## src/rtl/disk_request_scheduler_unit_assert.svh

```systemverilog
// Assertion macros for the disk request scheduler
`ifndef DISK_REQUEST_SCHEDULER_UNIT_ASSERT_SVH
`define DISK_REQUEST_SCHEDULER_UNIT_ASSERT_SVH

// clocked check, masked while reset is asserted
`define DRS_ASSERT(label, prop, msg) \
    label: assert property (@(posedge aclk) disable iff (!aresetn) (prop)) else $error(msg);

// implication, consequent checked in the next cycle
`define DRS_ASSERT_NEXT(label, pre, post, msg) \
    label: assert property (@(posedge aclk) disable iff (!aresetn) (pre) |=> (post)) \
        else $error(msg);

`endif

```

## src/rtl/drs_pkg.sv

```systemverilog
`timescale 1ns / 1ps
// ----------------------------------------------------------------------------
// drs_pkg
// Shared codes and types of the disk request scheduler.
// ----------------------------------------------------------------------------
package drs_pkg;

    localparam logic [2:0] MODE_FIFO  = 3'd0;
    localparam logic [2:0] MODE_SSTF  = 3'd1;
    localparam logic [2:0] MODE_LOOK  = 3'd2;
    localparam logic [2:0] MODE_CLOOK = 3'd3;
    localparam logic [2:0] MODE_FLOOK = 3'd4;

    localparam logic CMD_ADD  = 1'b0;
    localparam logic CMD_PICK = 1'b1;

    // candidate slots kept by the evaluator
    localparam int CAND_OLD   = 0;
    localparam int CAND_NEAR  = 1;
    localparam int CAND_UP    = 2;
    localparam int CAND_LOW   = 3;
    localparam int CAND_LEAST = 4;
    localparam int CAND_NUM   = 5;

    localparam int COUNT_OUT_BITS = 7;

    // per-cell control
    typedef struct packed {
        logic load;
        logic rotate;
        logic shift;
    } cell_ctrl_t;

    // codes above frozen look fall back to fifo
    function automatic logic [2:0] eff_mode(input logic [2:0] m);
        eff_mode = (m > MODE_FLOOK) ? MODE_FIFO : m;
    endfunction

endpackage

```

## src/rtl/drs_cell.sv

```systemverilog
`timescale 1ns / 1ps
// ----------------------------------------------------------------------------
// drs_cell
// One table entry; takes its neighbour's entry on rotate or compaction.
// ----------------------------------------------------------------------------
module drs_cell #(
    parameter int ID_BITS    = 16,
    parameter int TRACK_BITS = 16
) (
    input  logic                  aclk,
    input  drs_pkg::cell_ctrl_t   ctrl,
    input  logic [ID_BITS-1:0]    load_id,
    input  logic [TRACK_BITS-1:0] load_track,
    input  logic                  load_set,
    input  logic [ID_BITS-1:0]    nbr_id,
    input  logic [TRACK_BITS-1:0] nbr_track,
    input  logic                  nbr_set,
    output logic [ID_BITS-1:0]    id,
    output logic [TRACK_BITS-1:0] track,
    output logic                  set
);

    logic [ID_BITS-1:0]    id_reg;
    logic [TRACK_BITS-1:0] track_reg;
    logic                  set_reg;

    always_ff @(posedge aclk) begin
        if (ctrl.load) begin
            id_reg    <= load_id;
            track_reg <= load_track;
            set_reg   <= load_set;
        end else if (ctrl.rotate || ctrl.shift) begin
            id_reg    <= nbr_id;
            track_reg <= nbr_track;
            set_reg   <= nbr_set;
        end
    end

    assign id    = id_reg;
    assign track = track_reg;
    assign set   = set_reg;

endmodule

```

## src/rtl/drs_pick_eval.sv

```systemverilog
`timescale 1ns / 1ps
// ----------------------------------------------------------------------------
// drs_pick_eval
// Watches the head cell of the rotating row, keeps the best entry per rule.
// ----------------------------------------------------------------------------
module drs_pick_eval #(
    parameter int ID_BITS    = 16,
    parameter int TRACK_BITS = 16,
    parameter int IDX_BITS   = 6
) (
    input  logic                  aclk,
    input  logic                  aresetn,
    input  logic                  clear,
    input  logic                  sample,
    input  logic                  eligible,
    input  logic [IDX_BITS-1:0]   idx,
    input  logic [ID_BITS-1:0]    cell_id,
    input  logic [TRACK_BITS-1:0] cell_track,
    input  logic                  cell_set,
    input  logic [TRACK_BITS-1:0] head,
    input  logic                  dir_up,
    input  logic [2:0]            mode,
    output logic                  found,
    output logic [IDX_BITS-1:0]   win_idx,
    output logic [ID_BITS-1:0]    win_id,
    output logic [TRACK_BITS-1:0] win_track,
    output logic                  win_set
);

    localparam int NC = drs_pkg::CAND_NUM;

    logic [NC-1:0]         has_reg;
    logic [TRACK_BITS-1:0] trk_reg [NC];
    logic [ID_BITS-1:0]    id_reg  [NC];
    logic [IDX_BITS-1:0]   idx_reg [NC];
    logic [NC-1:0]         set_reg;
    logic [TRACK_BITS-1:0] near_d_reg;

    logic [TRACK_BITS-1:0] seek_dist;
    logic                  at_or_above, at_or_below;
    logic [NC-1:0]         upd;
    int                    sel;

    always_comb begin
        at_or_above = cell_track >= head;
        at_or_below = cell_track <= head;
        seek_dist = at_or_above ? cell_track - head : head - cell_track;
        // strict compares keep the earlier entry on ties
        upd[drs_pkg::CAND_OLD]   = !has_reg[drs_pkg::CAND_OLD];
        upd[drs_pkg::CAND_NEAR]  = !has_reg[drs_pkg::CAND_NEAR] || seek_dist < near_d_reg;
        upd[drs_pkg::CAND_UP]    = at_or_above && (!has_reg[drs_pkg::CAND_UP]
                                   || cell_track < trk_reg[drs_pkg::CAND_UP]);
        upd[drs_pkg::CAND_LOW]   = at_or_below && (!has_reg[drs_pkg::CAND_LOW]
                                   || cell_track > trk_reg[drs_pkg::CAND_LOW]);
        upd[drs_pkg::CAND_LEAST] = !has_reg[drs_pkg::CAND_LEAST]
                                   || cell_track < trk_reg[drs_pkg::CAND_LEAST];
    end

    always_ff @(posedge aclk) begin
        if (!aresetn || clear) begin
            has_reg <= '0;
        end else if (sample && eligible) begin
            has_reg <= has_reg | upd;
        end
    end

    always_ff @(posedge aclk) begin
        if (sample && eligible) begin
            for (int c = 0; c < NC; c++) begin
                if (upd[c]) begin
                    trk_reg[c] <= cell_track;
                    id_reg[c]  <= cell_id;
                    idx_reg[c] <= idx;
                    set_reg[c] <= cell_set;
                end
            end
            if (upd[drs_pkg::CAND_NEAR]) begin
                near_d_reg <= seek_dist;
            end
        end
    end

    always_comb begin
        case (mode)
            drs_pkg::MODE_SSTF: sel = drs_pkg::CAND_NEAR;
            drs_pkg::MODE_LOOK, drs_pkg::MODE_FLOOK: begin
                if (dir_up) begin
                    sel = has_reg[drs_pkg::CAND_UP] ? drs_pkg::CAND_UP : drs_pkg::CAND_LOW;
                end else begin
                    sel = has_reg[drs_pkg::CAND_LOW] ? drs_pkg::CAND_LOW : drs_pkg::CAND_UP;
                end
            end
            drs_pkg::MODE_CLOOK: begin
                sel = has_reg[drs_pkg::CAND_UP] ? drs_pkg::CAND_UP : drs_pkg::CAND_LEAST;
            end
            default: sel = drs_pkg::CAND_OLD;
        endcase
        found     = has_reg[sel];
        win_idx   = idx_reg[sel];
        win_id    = id_reg[sel];
        win_track = trk_reg[sel];
        win_set   = set_reg[sel];
    end

endmodule

```

## src/rtl/disk_request_scheduler_unit.sv

```systemverilog
`timescale 1ns / 1ps
// ----------------------------------------------------------------------------
// disk_request_scheduler_unit
// Pending disk request table with fifo, sstf, look, c-look and f-look picks.
// ----------------------------------------------------------------------------
// Usage:
//   s_ channel carries one request: s_tuser is the command (add or pick),
//   s_tdata the request id, track, head track, direction and busy flag.
//   m_ channel returns one result per request: pick flag, picked id and
//   track, add flag and the number of requests held afterwards.
//   cfg_valid/cfg_data write the policy mode; cfg_ready is always high.
// Sequence: an add, or a pick on an empty table, goes from idle to the output
//   state, which registers the result into m_tdata. A pick on a non-empty
//   table first scans: the entries sit in a row of cells that rotates
//   once through the evaluator at the head of the row, one entry per cycle,
//   then the row closes the gap left by the chosen entry in the remove state.
// Flow: one request at a time; s_tready is high only when idle, so a new
//   request is not taken until the last one has left the output state.
// Reset: table empty, policy fifo, active set 0, no result pending.
// Stall: a result waits in the output register; one further request may be
//   taken and worked on, and its result waits until the first is taken.
// ----------------------------------------------------------------------------
`include "disk_request_scheduler_unit_assert.svh"

module disk_request_scheduler_unit #(
    parameter int QUEUE_DEPTH = 64,
    parameter int TRACK_BITS  = 16,
    parameter int ID_BITS     = 16
) (
    input  logic                  aclk,
    input  logic                  aresetn,
    input  logic                  cfg_valid,
    output logic                  cfg_ready,
    input  logic [2:0]            cfg_data,
    input  logic                  s_tvalid,
    output logic                  s_tready,
    input  logic                  s_tuser,   // command
    // request_id, request_track, head_track, head_direction, head_busy
    input  logic [((ID_BITS + 2 * TRACK_BITS + 2 + 7) / 8) * 8 - 1:0] s_tdata,
    output logic                  m_tvalid,
    input  logic                  m_tready,
    // pick_valid, picked_id, picked_track, add_accepted, pending_count
    output logic [((2 + ID_BITS + TRACK_BITS + drs_pkg::COUNT_OUT_BITS + 7) / 8) * 8 - 1:0]
                                  m_tdata
);

    localparam int MBITS = 2 + ID_BITS + TRACK_BITS + drs_pkg::COUNT_OUT_BITS;
    localparam int MW    = ((MBITS + 7) / 8) * 8;
    localparam int IW    = (QUEUE_DEPTH > 1) ? $clog2(QUEUE_DEPTH) : 1;
    localparam int CW    = $clog2(QUEUE_DEPTH + 1);
    localparam int OC    = drs_pkg::COUNT_OUT_BITS;

    typedef enum logic [1:0] {ST_IDLE, ST_SCAN, ST_REMOVE, ST_OUT} state_t;

    state_t                state_reg;
    logic [2:0]            mode_reg;
    logic [CW-1:0]         count_reg, cnt0_reg, cnt1_reg;
    logic                  active_reg;
    logic [IW-1:0]         step_reg;
    logic [TRACK_BITS-1:0] head_reg;
    logic                  dir_reg;
    logic                  res_pv_reg, res_acc_reg;
    logic [ID_BITS-1:0]    res_id_reg;
    logic [TRACK_BITS-1:0] res_trk_reg;
    logic                  m_valid_reg;
    logic [MW-1:0]         m_data_reg;

    logic [ID_BITS-1:0]    in_id;
    logic [TRACK_BITS-1:0] in_trk, in_head;
    logic                  in_dir, in_busy;
    logic [2:0]            mode;
    logic                  accept, add_ok, load_set, scan_start, compact;
    logic [CW-1:0]         cnt_act, cnt_oth;

    logic [ID_BITS-1:0]    cell_id  [QUEUE_DEPTH];
    logic [TRACK_BITS-1:0] cell_trk [QUEUE_DEPTH];
    logic                  cell_set [QUEUE_DEPTH];

    logic                  found, win_set, eligible;
    logic [IW-1:0]         win_idx;
    logic [ID_BITS-1:0]    win_id;
    logic [TRACK_BITS-1:0] win_trk;

    assign in_id   = s_tdata[ID_BITS-1:0];
    assign in_trk  = s_tdata[ID_BITS +: TRACK_BITS];
    assign in_head = s_tdata[ID_BITS+TRACK_BITS +: TRACK_BITS];
    assign in_dir  = s_tdata[ID_BITS+2*TRACK_BITS];
    assign in_busy = s_tdata[ID_BITS+2*TRACK_BITS+1];

    assign mode      = drs_pkg::eff_mode(mode_reg);
    assign cfg_ready = 1'b1;
    assign s_tready  = (state_reg == ST_IDLE);
    assign accept    = s_tvalid && s_tready;
    assign add_ok    = accept && (s_tuser == drs_pkg::CMD_ADD) && (count_reg < CW'(QUEUE_DEPTH));
    assign load_set  = (mode == drs_pkg::MODE_FLOOK && in_busy) ? !active_reg : active_reg;
    assign scan_start = accept && (s_tuser == drs_pkg::CMD_PICK) && (count_reg != '0);
    assign compact   = (state_reg == ST_REMOVE) && found;
    assign cnt_act   = active_reg ? cnt1_reg : cnt0_reg;
    assign cnt_oth   = active_reg ? cnt0_reg : cnt1_reg;

    for (genvar i = 0; i < QUEUE_DEPTH; i++) begin : g_cell
        drs_pkg::cell_ctrl_t ctrl;
        assign ctrl.load   = add_ok && (count_reg[IW-1:0] == IW'(i));
        assign ctrl.rotate = (state_reg == ST_SCAN);
        assign ctrl.shift  = compact && (IW'(i) >= win_idx);

        drs_cell #(.ID_BITS(ID_BITS), .TRACK_BITS(TRACK_BITS)) u_cell (
            .aclk       (aclk),
            .ctrl       (ctrl),
            .load_id    (in_id),
            .load_track (in_trk),
            .load_set   (load_set),
            .nbr_id     (cell_id[(i + 1) % QUEUE_DEPTH]),
            .nbr_track  (cell_trk[(i + 1) % QUEUE_DEPTH]),
            .nbr_set    (cell_set[(i + 1) % QUEUE_DEPTH]),
            .id         (cell_id[i]),
            .track      (cell_trk[i]),
            .set        (cell_set[i])
        );
    end

    // cells below the fill count hold requests, oldest in cell 0
    assign eligible = (CW'(step_reg) < count_reg)
                      && (mode != drs_pkg::MODE_FLOOK || cell_set[0] == active_reg);

    drs_pick_eval #(.ID_BITS(ID_BITS), .TRACK_BITS(TRACK_BITS), .IDX_BITS(IW)) u_eval (
        .aclk       (aclk),
        .aresetn    (aresetn),
        .clear      (scan_start),
        .sample     (state_reg == ST_SCAN),
        .eligible   (eligible),
        .idx        (step_reg),
        .cell_id    (cell_id[0]),
        .cell_track (cell_trk[0]),
        .cell_set   (cell_set[0]),
        .head       (head_reg),
        .dir_up     (dir_reg),
        .mode       (mode),
        .found      (found),
        .win_idx    (win_idx),
        .win_id     (win_id),
        .win_track  (win_trk),
        .win_set    (win_set)
    );

    always_ff @(posedge aclk) begin
        if (!aresetn) begin
            state_reg   <= ST_IDLE;
            mode_reg    <= drs_pkg::MODE_FIFO;
            count_reg   <= '0;
            cnt0_reg    <= '0;
            cnt1_reg    <= '0;
            active_reg  <= 1'b0;
            step_reg    <= '0;
            m_valid_reg <= 1'b0;
        end else begin
            if (cfg_valid && cfg_ready) begin
                mode_reg <= cfg_data;
            end
            if (m_valid_reg && m_tready && state_reg != ST_OUT) begin
                m_valid_reg <= 1'b0;
            end
            case (state_reg)
                ST_IDLE: begin
                    if (accept) begin
                        res_pv_reg  <= 1'b0;
                        res_id_reg  <= '0;
                        res_trk_reg <= '0;
                        res_acc_reg <= add_ok;
                        head_reg    <= in_head;
                        dir_reg     <= in_dir;
                        step_reg    <= '0;
                        if (add_ok) begin
                            count_reg <= count_reg + 1'b1;
                            if (load_set) begin
                                cnt1_reg <= cnt1_reg + 1'b1;
                            end else begin
                                cnt0_reg <= cnt0_reg + 1'b1;
                            end
                        end
                        if (scan_start) begin
                            state_reg <= ST_SCAN;
                            if (mode == drs_pkg::MODE_FLOOK && cnt_act == '0 && cnt_oth != '0) begin
                                active_reg <= !active_reg;
                            end
                        end else begin
                            state_reg <= ST_OUT;
                        end
                    end
                end
                ST_SCAN: begin
                    step_reg <= step_reg + 1'b1;
                    if (step_reg == IW'(QUEUE_DEPTH - 1)) begin
                        state_reg <= ST_REMOVE;
                    end
                end
                ST_REMOVE: begin
                    res_pv_reg  <= found;
                    res_id_reg  <= found ? win_id : '0;
                    res_trk_reg <= found ? win_trk : '0;
                    if (found) begin
                        count_reg <= count_reg - 1'b1;
                        if (win_set) begin
                            cnt1_reg <= cnt1_reg - 1'b1;
                        end else begin
                            cnt0_reg <= cnt0_reg - 1'b1;
                        end
                    end
                    state_reg <= ST_OUT;
                end
                ST_OUT: begin
                    if (!m_valid_reg || m_tready) begin
                        m_valid_reg <= 1'b1;
                        m_data_reg  <= MW'({OC'(count_reg), res_acc_reg, res_trk_reg,
                                            res_id_reg, res_pv_reg});
                        state_reg   <= ST_IDLE;
                    end
                end
                default: state_reg <= ST_IDLE;
            endcase
        end
    end

    assign m_tvalid = m_valid_reg;
    assign m_tdata  = m_data_reg;

    `DRS_ASSERT(a_count_bound, count_reg <= CW'(QUEUE_DEPTH), "fill count beyond table depth")
    `DRS_ASSERT(a_set_sum, CW'(cnt0_reg + cnt1_reg) == count_reg, "set counts disagree with fill count")
    `DRS_ASSERT_NEXT(a_scan_len, state_reg == ST_SCAN && step_reg == IW'(QUEUE_DEPTH - 1),
        state_reg == ST_REMOVE, "scan did not end after a full rotation")

endmodule

```

## config.mk

```make
export PLATFORM = sky130hd
export DESIGN_NAME = disk_request_scheduler_unit
export DESIGN_NICKNAME = d
export VERILOG_FILES = /design/src/rtl/drs_pkg.sv /design/src/rtl/drs_cell.sv /design/src/rtl/drs_pick_eval.sv /design/src/rtl/disk_request_scheduler_unit.sv
export VERILOG_INCLUDE_DIRS = /design/src /design/src/rtl
export SDC_FILE = /design/constraint.sdc
export NUM_CORES = 2
export LEC_CHECK = 0
export BUFFER_PORTS_ARGS = -buffer_cell sky130_fd_sc_hd__clkbuf_2
export CAP_MARGIN = 20
export CORE_MARGIN = 5
export CORE_UTILIZATION = 45
export CTS_CLUSTER_SIZE = 20
export DETAILED_ROUTE_END_ITERATION = 6
export GPL_TIMING_DRIVEN = 0
export PLACE_DENSITY = 0.58
export SLEW_MARGIN = 20
export SYNTH_ARGS = -nofsm -noshare
export SYNTH_HDL_FRONTEND = slang
export SYNTH_HIERARCHICAL = 1
export SYNTH_SLANG_ARGS = --single-unit
```

## constraint.sdc

```tcl
create_clock -name aclk -period 6.2 [get_ports aclk]
set_input_delay 0.31 -clock aclk [delete_from_list [all_inputs] [get_ports aclk]]
set_output_delay 0.31 -clock aclk [all_outputs]
set_load 0.005 [all_outputs]
```

**Yosys cells after proc, flatten, opt, wreduce, memory -nomap -nowiden**

Memory sizes are Yosys's and may differ from the RTL's.
Cells that the tools add are included.

- Input bits: 65
- Bits in read-only memories: 0
- Register bits: 2264
- Memories: 3
- Memory bits (writable): 190
- Word-level logic and storage cells: 1142
- Latch bits: 0
- Output and inout port bits: 51

- Reduce and logical (&&, ||, !) cells: 308
- Magnitude comparators: 74
- Div/mod/pow operators: 0
- Bitwise logic cells: 3
- $mul: 0
- Add/subtract/negate cells: 9
- Equality and inequality tests: 83
- Shifts and indexed selects: 0
- Mux-type cells: 448

Memory list:

| name | words | width | read ports | clocked after Yosys merged registers in | write ports | RTL line | source |
|---|---|---|---|---|---|---|---|
| u_eval.id_reg | 5 | 16 | 1 | 0 | 5 | drs_pick_eval.sv:34 | `logic [ID_BITS-1:0] id_reg [NC];` |
| u_eval.trk_reg | 5 | 16 | 4 | 0 | 5 | drs_pick_eval.sv:33 | `logic [TRACK_BITS-1:0] trk_reg [NC];` |
| u_eval.idx_reg | 5 | 6 | 1 | 0 | 5 | drs_pick_eval.sv:35 | `logic [IDX_BITS-1:0] idx_reg [NC];` |

Operators with widths:

| operator | count |
|---|---|
| $mux 16 | 260 |
| $eq 6x6->1 const B | 33 |
| $ge 6x6->1 const A | 32 |
| $mux 1 | 154 |
| $logic_and 1x1->1 | 143 |
| $reduce_bool 2->1 | 66 |
| $mux 7 | 15 |
| $eq 6x5->1 const B | 16 |
| $ge 5x6->1 const A | 16 |
| $pmux 32 s3 | 1 |
| $logic_or 1x1->1 | 71 |
| $pmux 16 s2 | 2 |
| $eq 6x4->1 const B | 8 |
| $ge 4x6->1 const A | 8 |
| $lt 16x16->1 | 3 |
| $pmux 7 s2 | 3 |
| $lt 32x5->1 const B | 1 |
| $mux 32 | 1 |
| $sub 16x16->16 | 2 |
| $eq 6x3->1 const B | 4 |
| $ge 3x6->1 const A | 4 |
| $add 7x1->7 const B | 3 |
| $sub 7x1->7 const B | 3 |
| $ge 16x16->1 | 1 |
| other kinds (38) | 75 |

**Longest topological paths before layout**

- Depth in word-level cells: 13
- Gate-level depth with buffers: 19
- Gate-level depth less buffers: 18

**By module**

Netlist, hierarchy kept.

By module, submodules not included:

| module | cells an instance | area each (µm²) | instances | seq. area each (µm²) |
|---|---|---|---|---|
| drs_cell | 71 | 1552.7 | 64 | 991.0 |
| drs_pick_eval | 1042 | 11254.5 | 1 | 6436.2 |
| disk_request_scheduler_unit | 656 | 6466.2 | 1 | 3443.3 |

**Worst setup path after synthesis**

OpenSTA, ideal clock, no wires.

- Kind: register -> register
- Start point: reg g_cell[0].u_cell.track_reg[0]
- End point: mem u_eval.id_reg[1][0], enable pin
- Stages on the path, launching flop included: 20
- Path buffers: 1
- Setup slack: -637 ps
- Setup time: 486 ps
- Period minus slack after synthesis: 6837 ps
- Data arrival time: 6351 ps
- Data required time: 5714 ps
- Path through: edfxtp_1 > inv_1 > ha_1 > inv_1 > fa_1 > a211oi_1 > o211ai_1 > a31oi_2 > a21oi_4 > nor2_4 > buf_6 > mux2i_1 > xnor2_1 > ha_1 > a21o_1 > a21o_1 > a21oi_1 > o21ai_0 > a21o_1 > a21oi_1

RTL lines:

| item | RTL line | source |
|---|---|---|
| from (decl) | drs_cell.sv:24 | `logic [TRACK_BITS-1:0] track_reg;` |
| from (signal assigned) | drs_cell.sv:30 | `track_reg <= load_track;` |
| from (signal assigned) | drs_cell.sv:34 | `track_reg <= nbr_track;` |
| to (decl) | drs_pick_eval.sv:34 |  |

**Worst setup path in the final report**

- Start point: reg g_cell[0].u_cell.track_reg[0]
- End point: reg u_eval.near_d_reg[3], enable pin

- Cells in the longest elaborated chain, start to end: 5
- Elaborated cells on any way between the ends: 7
- Those cells by class: add/sub (2); order compare (2); mux (1); reduce/logical (2)

Ends and longest elaborated chain:

| item | RTL line | source |
|---|---|---|
| $sub 16x16->16 or $ge 16x16->1 (tied branches) | drs_pick_eval.sv:47, drs_pick_eval.sv:45 |  |
| $mux 16 * | drs_pick_eval.sv:47 | `seek_dist = at_or_above ? cell_track - head : head - cell_track;` |
| via u_eval.seek_dist[13] | drs_pick_eval.sv:39 | `logic [TRACK_BITS-1:0] seek_dist;` |
| $lt 16x16->1 * | drs_pick_eval.sv:50 | `upd[drs_pkg::CAND_NEAR] = !has_reg[drs_pkg::CAND_NEAR] \|\| seek_dist < near_d_reg;` |
| $logic_or 1x1->1 * | drs_pick_eval.sv:50 |  |
| $reduce_and 2->1 (no source line) * | - |  |
| to (signal assigned) | drs_pick_eval.sv:78 | `near_d_reg <= seek_dist;` |
| to (decl) | drs_pick_eval.sv:37 | `logic [TRACK_BITS-1:0] near_d_reg;` |

The timed path passes the listed nets; every way through them passes the cells marked *.
A chain may end at the register's enable or synchronous reset.

==> impl_metrics.tcl <==
set metrics [dict create \
    synth_xor_area_frac 0.00180 \
    worst_slack_ns 0.363 \
    drtAntennaViolNets 0 \
    die_area_sq_um 271000 \
    synth_mux_area_frac 0.267 \
    vdd_drop_max_mv 0.267 \
    area_growth_pct 13.4 \
    hp-class "primary input to flop" \
    period_minus_slack_ns 5.84 \
    finalHoldViolations 0 \
    p_total_w 0.0613 \
    start_util 0.452 \
    layout_commonest_cell "edfxtp_1" \
    cap_violations 0 \
    clk_pin_slew_ns 0.06 \
    critPathLaunchType "flop" \
    grt_overflow 0 \
    grt_pass1_wl_um 369000 \
    rsz0062_at_grt "false" \
    synthAdderAreaFrac 0.0135 \
    worst_hold_slack_ns 0.185 \
    yosysSeqAreaShare 0.626 \
    worstSetupPathType "flop to flop" \
    dp.cells 9820 \
    grt_max_degree 74 \
    fin_setup_tns_ns 0 \
    arrival_ns 6.38 \
    pre_cts_ws_ns -0.164 \
    synth_edf_count 2415 \
    grt_pass1_vias 57700 \
    worst_pin_slew_ns 0.972 \
    cts_buffers 279 \
    hpwl_um 164000 \
    fp-row-count 187 \
    final_cell_count_no_fill 10300 \
    dieHeight_um 520 \
    layout.nets 6918 \
    max-clock-path-buffers 4 \
    power_density_nw_per_um2 461 \
    required_ns 6.74 \
    finalSetupViolCount 0 \
    core_sq_um 259000 \
    grt_use_total 0.175 \
    finalMaxSlewViolations 0 \
    finalCritPeriodShare 0.941 \
    ios 116 \
    synth_top_family_by_area "multiplexers" \
    vias_per_cell 5.35 \
    htree_levels 5 \
    ys_types 73 \
    skew_ns 0.0538 \
    clock_sinks 2454 \
    end_kind "flop" \
    leakage_nw 48.2 \
    final_cell_mix "edfxtp_1 (2415), mux2_4 (1920), clkbuf_16 (286)" \
    clock-root-buffer "clkbuf_16" \
    drc 0 \
    vias 55300 \
    die_width_um 520 \
    yosysWarnings 6 \
    clock.fmax_ghz 0.171 \
    syn_inst 6242 \
    antenna_found_initial 5 \
    synthTopCellsByArea "edfxtp_1 (62%), mux2_4 (25%), buf_12 (3.3%)" \
    async_flop_share 0 \
    cts_tree "built" \
    reg2reg_slack_ns 0.36 \
    avgSynthCellArea_sq_um 18.8 \
    ys_ff_latch 2454 \
    cp_max_fo 21 \
    wl_per_cell_um 23.6 \
    synth_top_area_cell "edfxtp_1" \
    port_buffers 101 \
    relSlewSlack 0.352 \
    routabilityCongestion 0.847 \
    status "complete, no violations" \
    synth_ff_type "edfxtp_1" \
    drive_gt1_frac 0.437 \
    synth_area_sq_um 117000 \
    first_pass_iters 6 \
    clock_latency_ns 0.84 \
    synth_top_area_share 0.619 \
    wirelength_um 244000 \
    drtIter0Drc 4162 \
    yosys.area_share.simple 0.0250 \
    synth-compound-area-share 0.0199 \
]
[layer usage]
metal / share of wire / track usage / vias to the layer above
li1: - / - / 25000
met1: 0.46 / 0.249 / 28600
met2: 0.46 / 0.285 / 1306
met3: 0.049 / 0.0271 / 374
met4: 0.024 / 0.0425 / 0
met5: 0 / 0 / -
[cell families (layout without fill, tap and decap cells)]
kind of cell / Yosys count / after routing
AOI/OAI and AO/OA: 386 / 386
buffers and inverters: 476 / 1160
xor gates and xnor gates: 24 / 24
adders and majority gates: 123 / 123
other: 2 / 9
muxes: 2142 / 2142
and+or+nand+nor: 635 / 635
DFF: 2454 / 2454
[report_power, final]
part | total (W) | switching [W] | leakage (nW) | internal (W)
registers | 0.0298 | 0.00230 | 22.8 | 0.0275
clock network | 0.0159 | 0.00656 | 4.24 | 0.00935
logic | 0.0155 | 0.00745 | 21.1 | 0.00809
total | 0.0613 | 0.0163 | 48.2 | 0.0449
[through the flow]
stage                     utilization  instance area (sq um)
after floorplan                     -                 117000
after global placement          0.470                 122000
after detailed placement        0.477                 124000
after CTS                       0.512                 133000
after global routing            0.512                 133000
final                           0.512                 133000
[layout make-up]
type / instances / area, sq um
Antenna cell: 1 / 2.50
Buffer: 348 / 4980
Clock buffer: 344 / 7380
Clock inverter: 139 / 1330
Fill cell: 20700 / 126000
Inverter: 128 / 480
Multi-Input combinational cell: 3318 / 38600
Sequential cell: 2454 / 73300
Tap cell: 3402 / 4260
Timing Repair Buffer: 201 / 2440
[worst paths after layout]
kind                            depth (start not counted)              endpoint                 startpoint
worst min-delay path                                    2           head_reg[2]                s_tdata[34]
worst max register to register                         22  u_eval/near_d_reg[3]  g_cell[0].u_cell/track[0]
worst min register to register                          0           m_tdata[19]             res_trk_reg[2]
worst max-delay path                                   22  u_eval/near_d_reg[3]  g_cell[0].u_cell/track[0]
[cells in the mapped netlist, types with 5 or more instances]
| master | count |
|---|---|
| nand4_1 | 17 |
| nor2b_1 | 14 |
| a221oi_1 | 5 |
| buf_2 | 5 |
| nand3_1 | 43 |
| ha_1 | 118 |
| a21boi_0 | 7 |
| buf_12 | 192 |
| mux2_4 | 1920 |
| and3_1 | 34 |
| nor3_1 | 12 |
| o21a_1 | 7 |
| o211ai_1 | 19 |
| nor2_1 | 236 |
| buf_6 | 66 |
| xor2_1 | 9 |
| or3_1 | 68 |
| o21ai_0 | 122 |
| nand2_1 | 167 |
| fa_1 | 5 |
| clkbuf_1 | 69 |
| buf_4 | 13 |
| inv_1 | 127 |
| a31oi_1 | 13 |
| and2_1 | 6 |
| edfxtp_1 | 2415 |
| nand2b_1 | 22 |
| a21o_1 | 40 |
| dfxtp_1 | 39 |
| mux2i_1 | 29 |
| mux2_2 | 193 |
| a21oi_1 | 120 |
| xnor2_1 | 15 |
| a211oi_1 | 15 |
[critical path: stages (launching register included)]
cell,delay (ns)
edfxtp_1,0.37
buf_4,0.20
inv_1,0.27
ha_1,0.22
inv_1,0.05
fa_1,0.42
a211oi_1,0.44
o211ai_1,0.19
a31oi_2,0.36
a21oi_4,0.13
nor2_4,0.21
buf_6,0.22
mux2i_1,0.23
xor2_1,0.24
ha_1,0.29
a21o_1,0.16
a21o_1,0.16
a21oi_1,0.16
o21ai_0,0.11
a21o_1,0.26
a21oi_4,0.39
buf_16,0.22
buf_16,0.19
[repair_timing]
action / 4_1_cts / 5_1_grt
hold endpoints to repair: 30 / 0
resized for setup: 2 / 17
pin swaps: 0 / 0
cloned: 0 / 0
setup endpoints to repair: 306 / 1165
buffers inserted: 0 / 4
hold buffers: 27 / 0
Power figures use the tool's default switching activity.
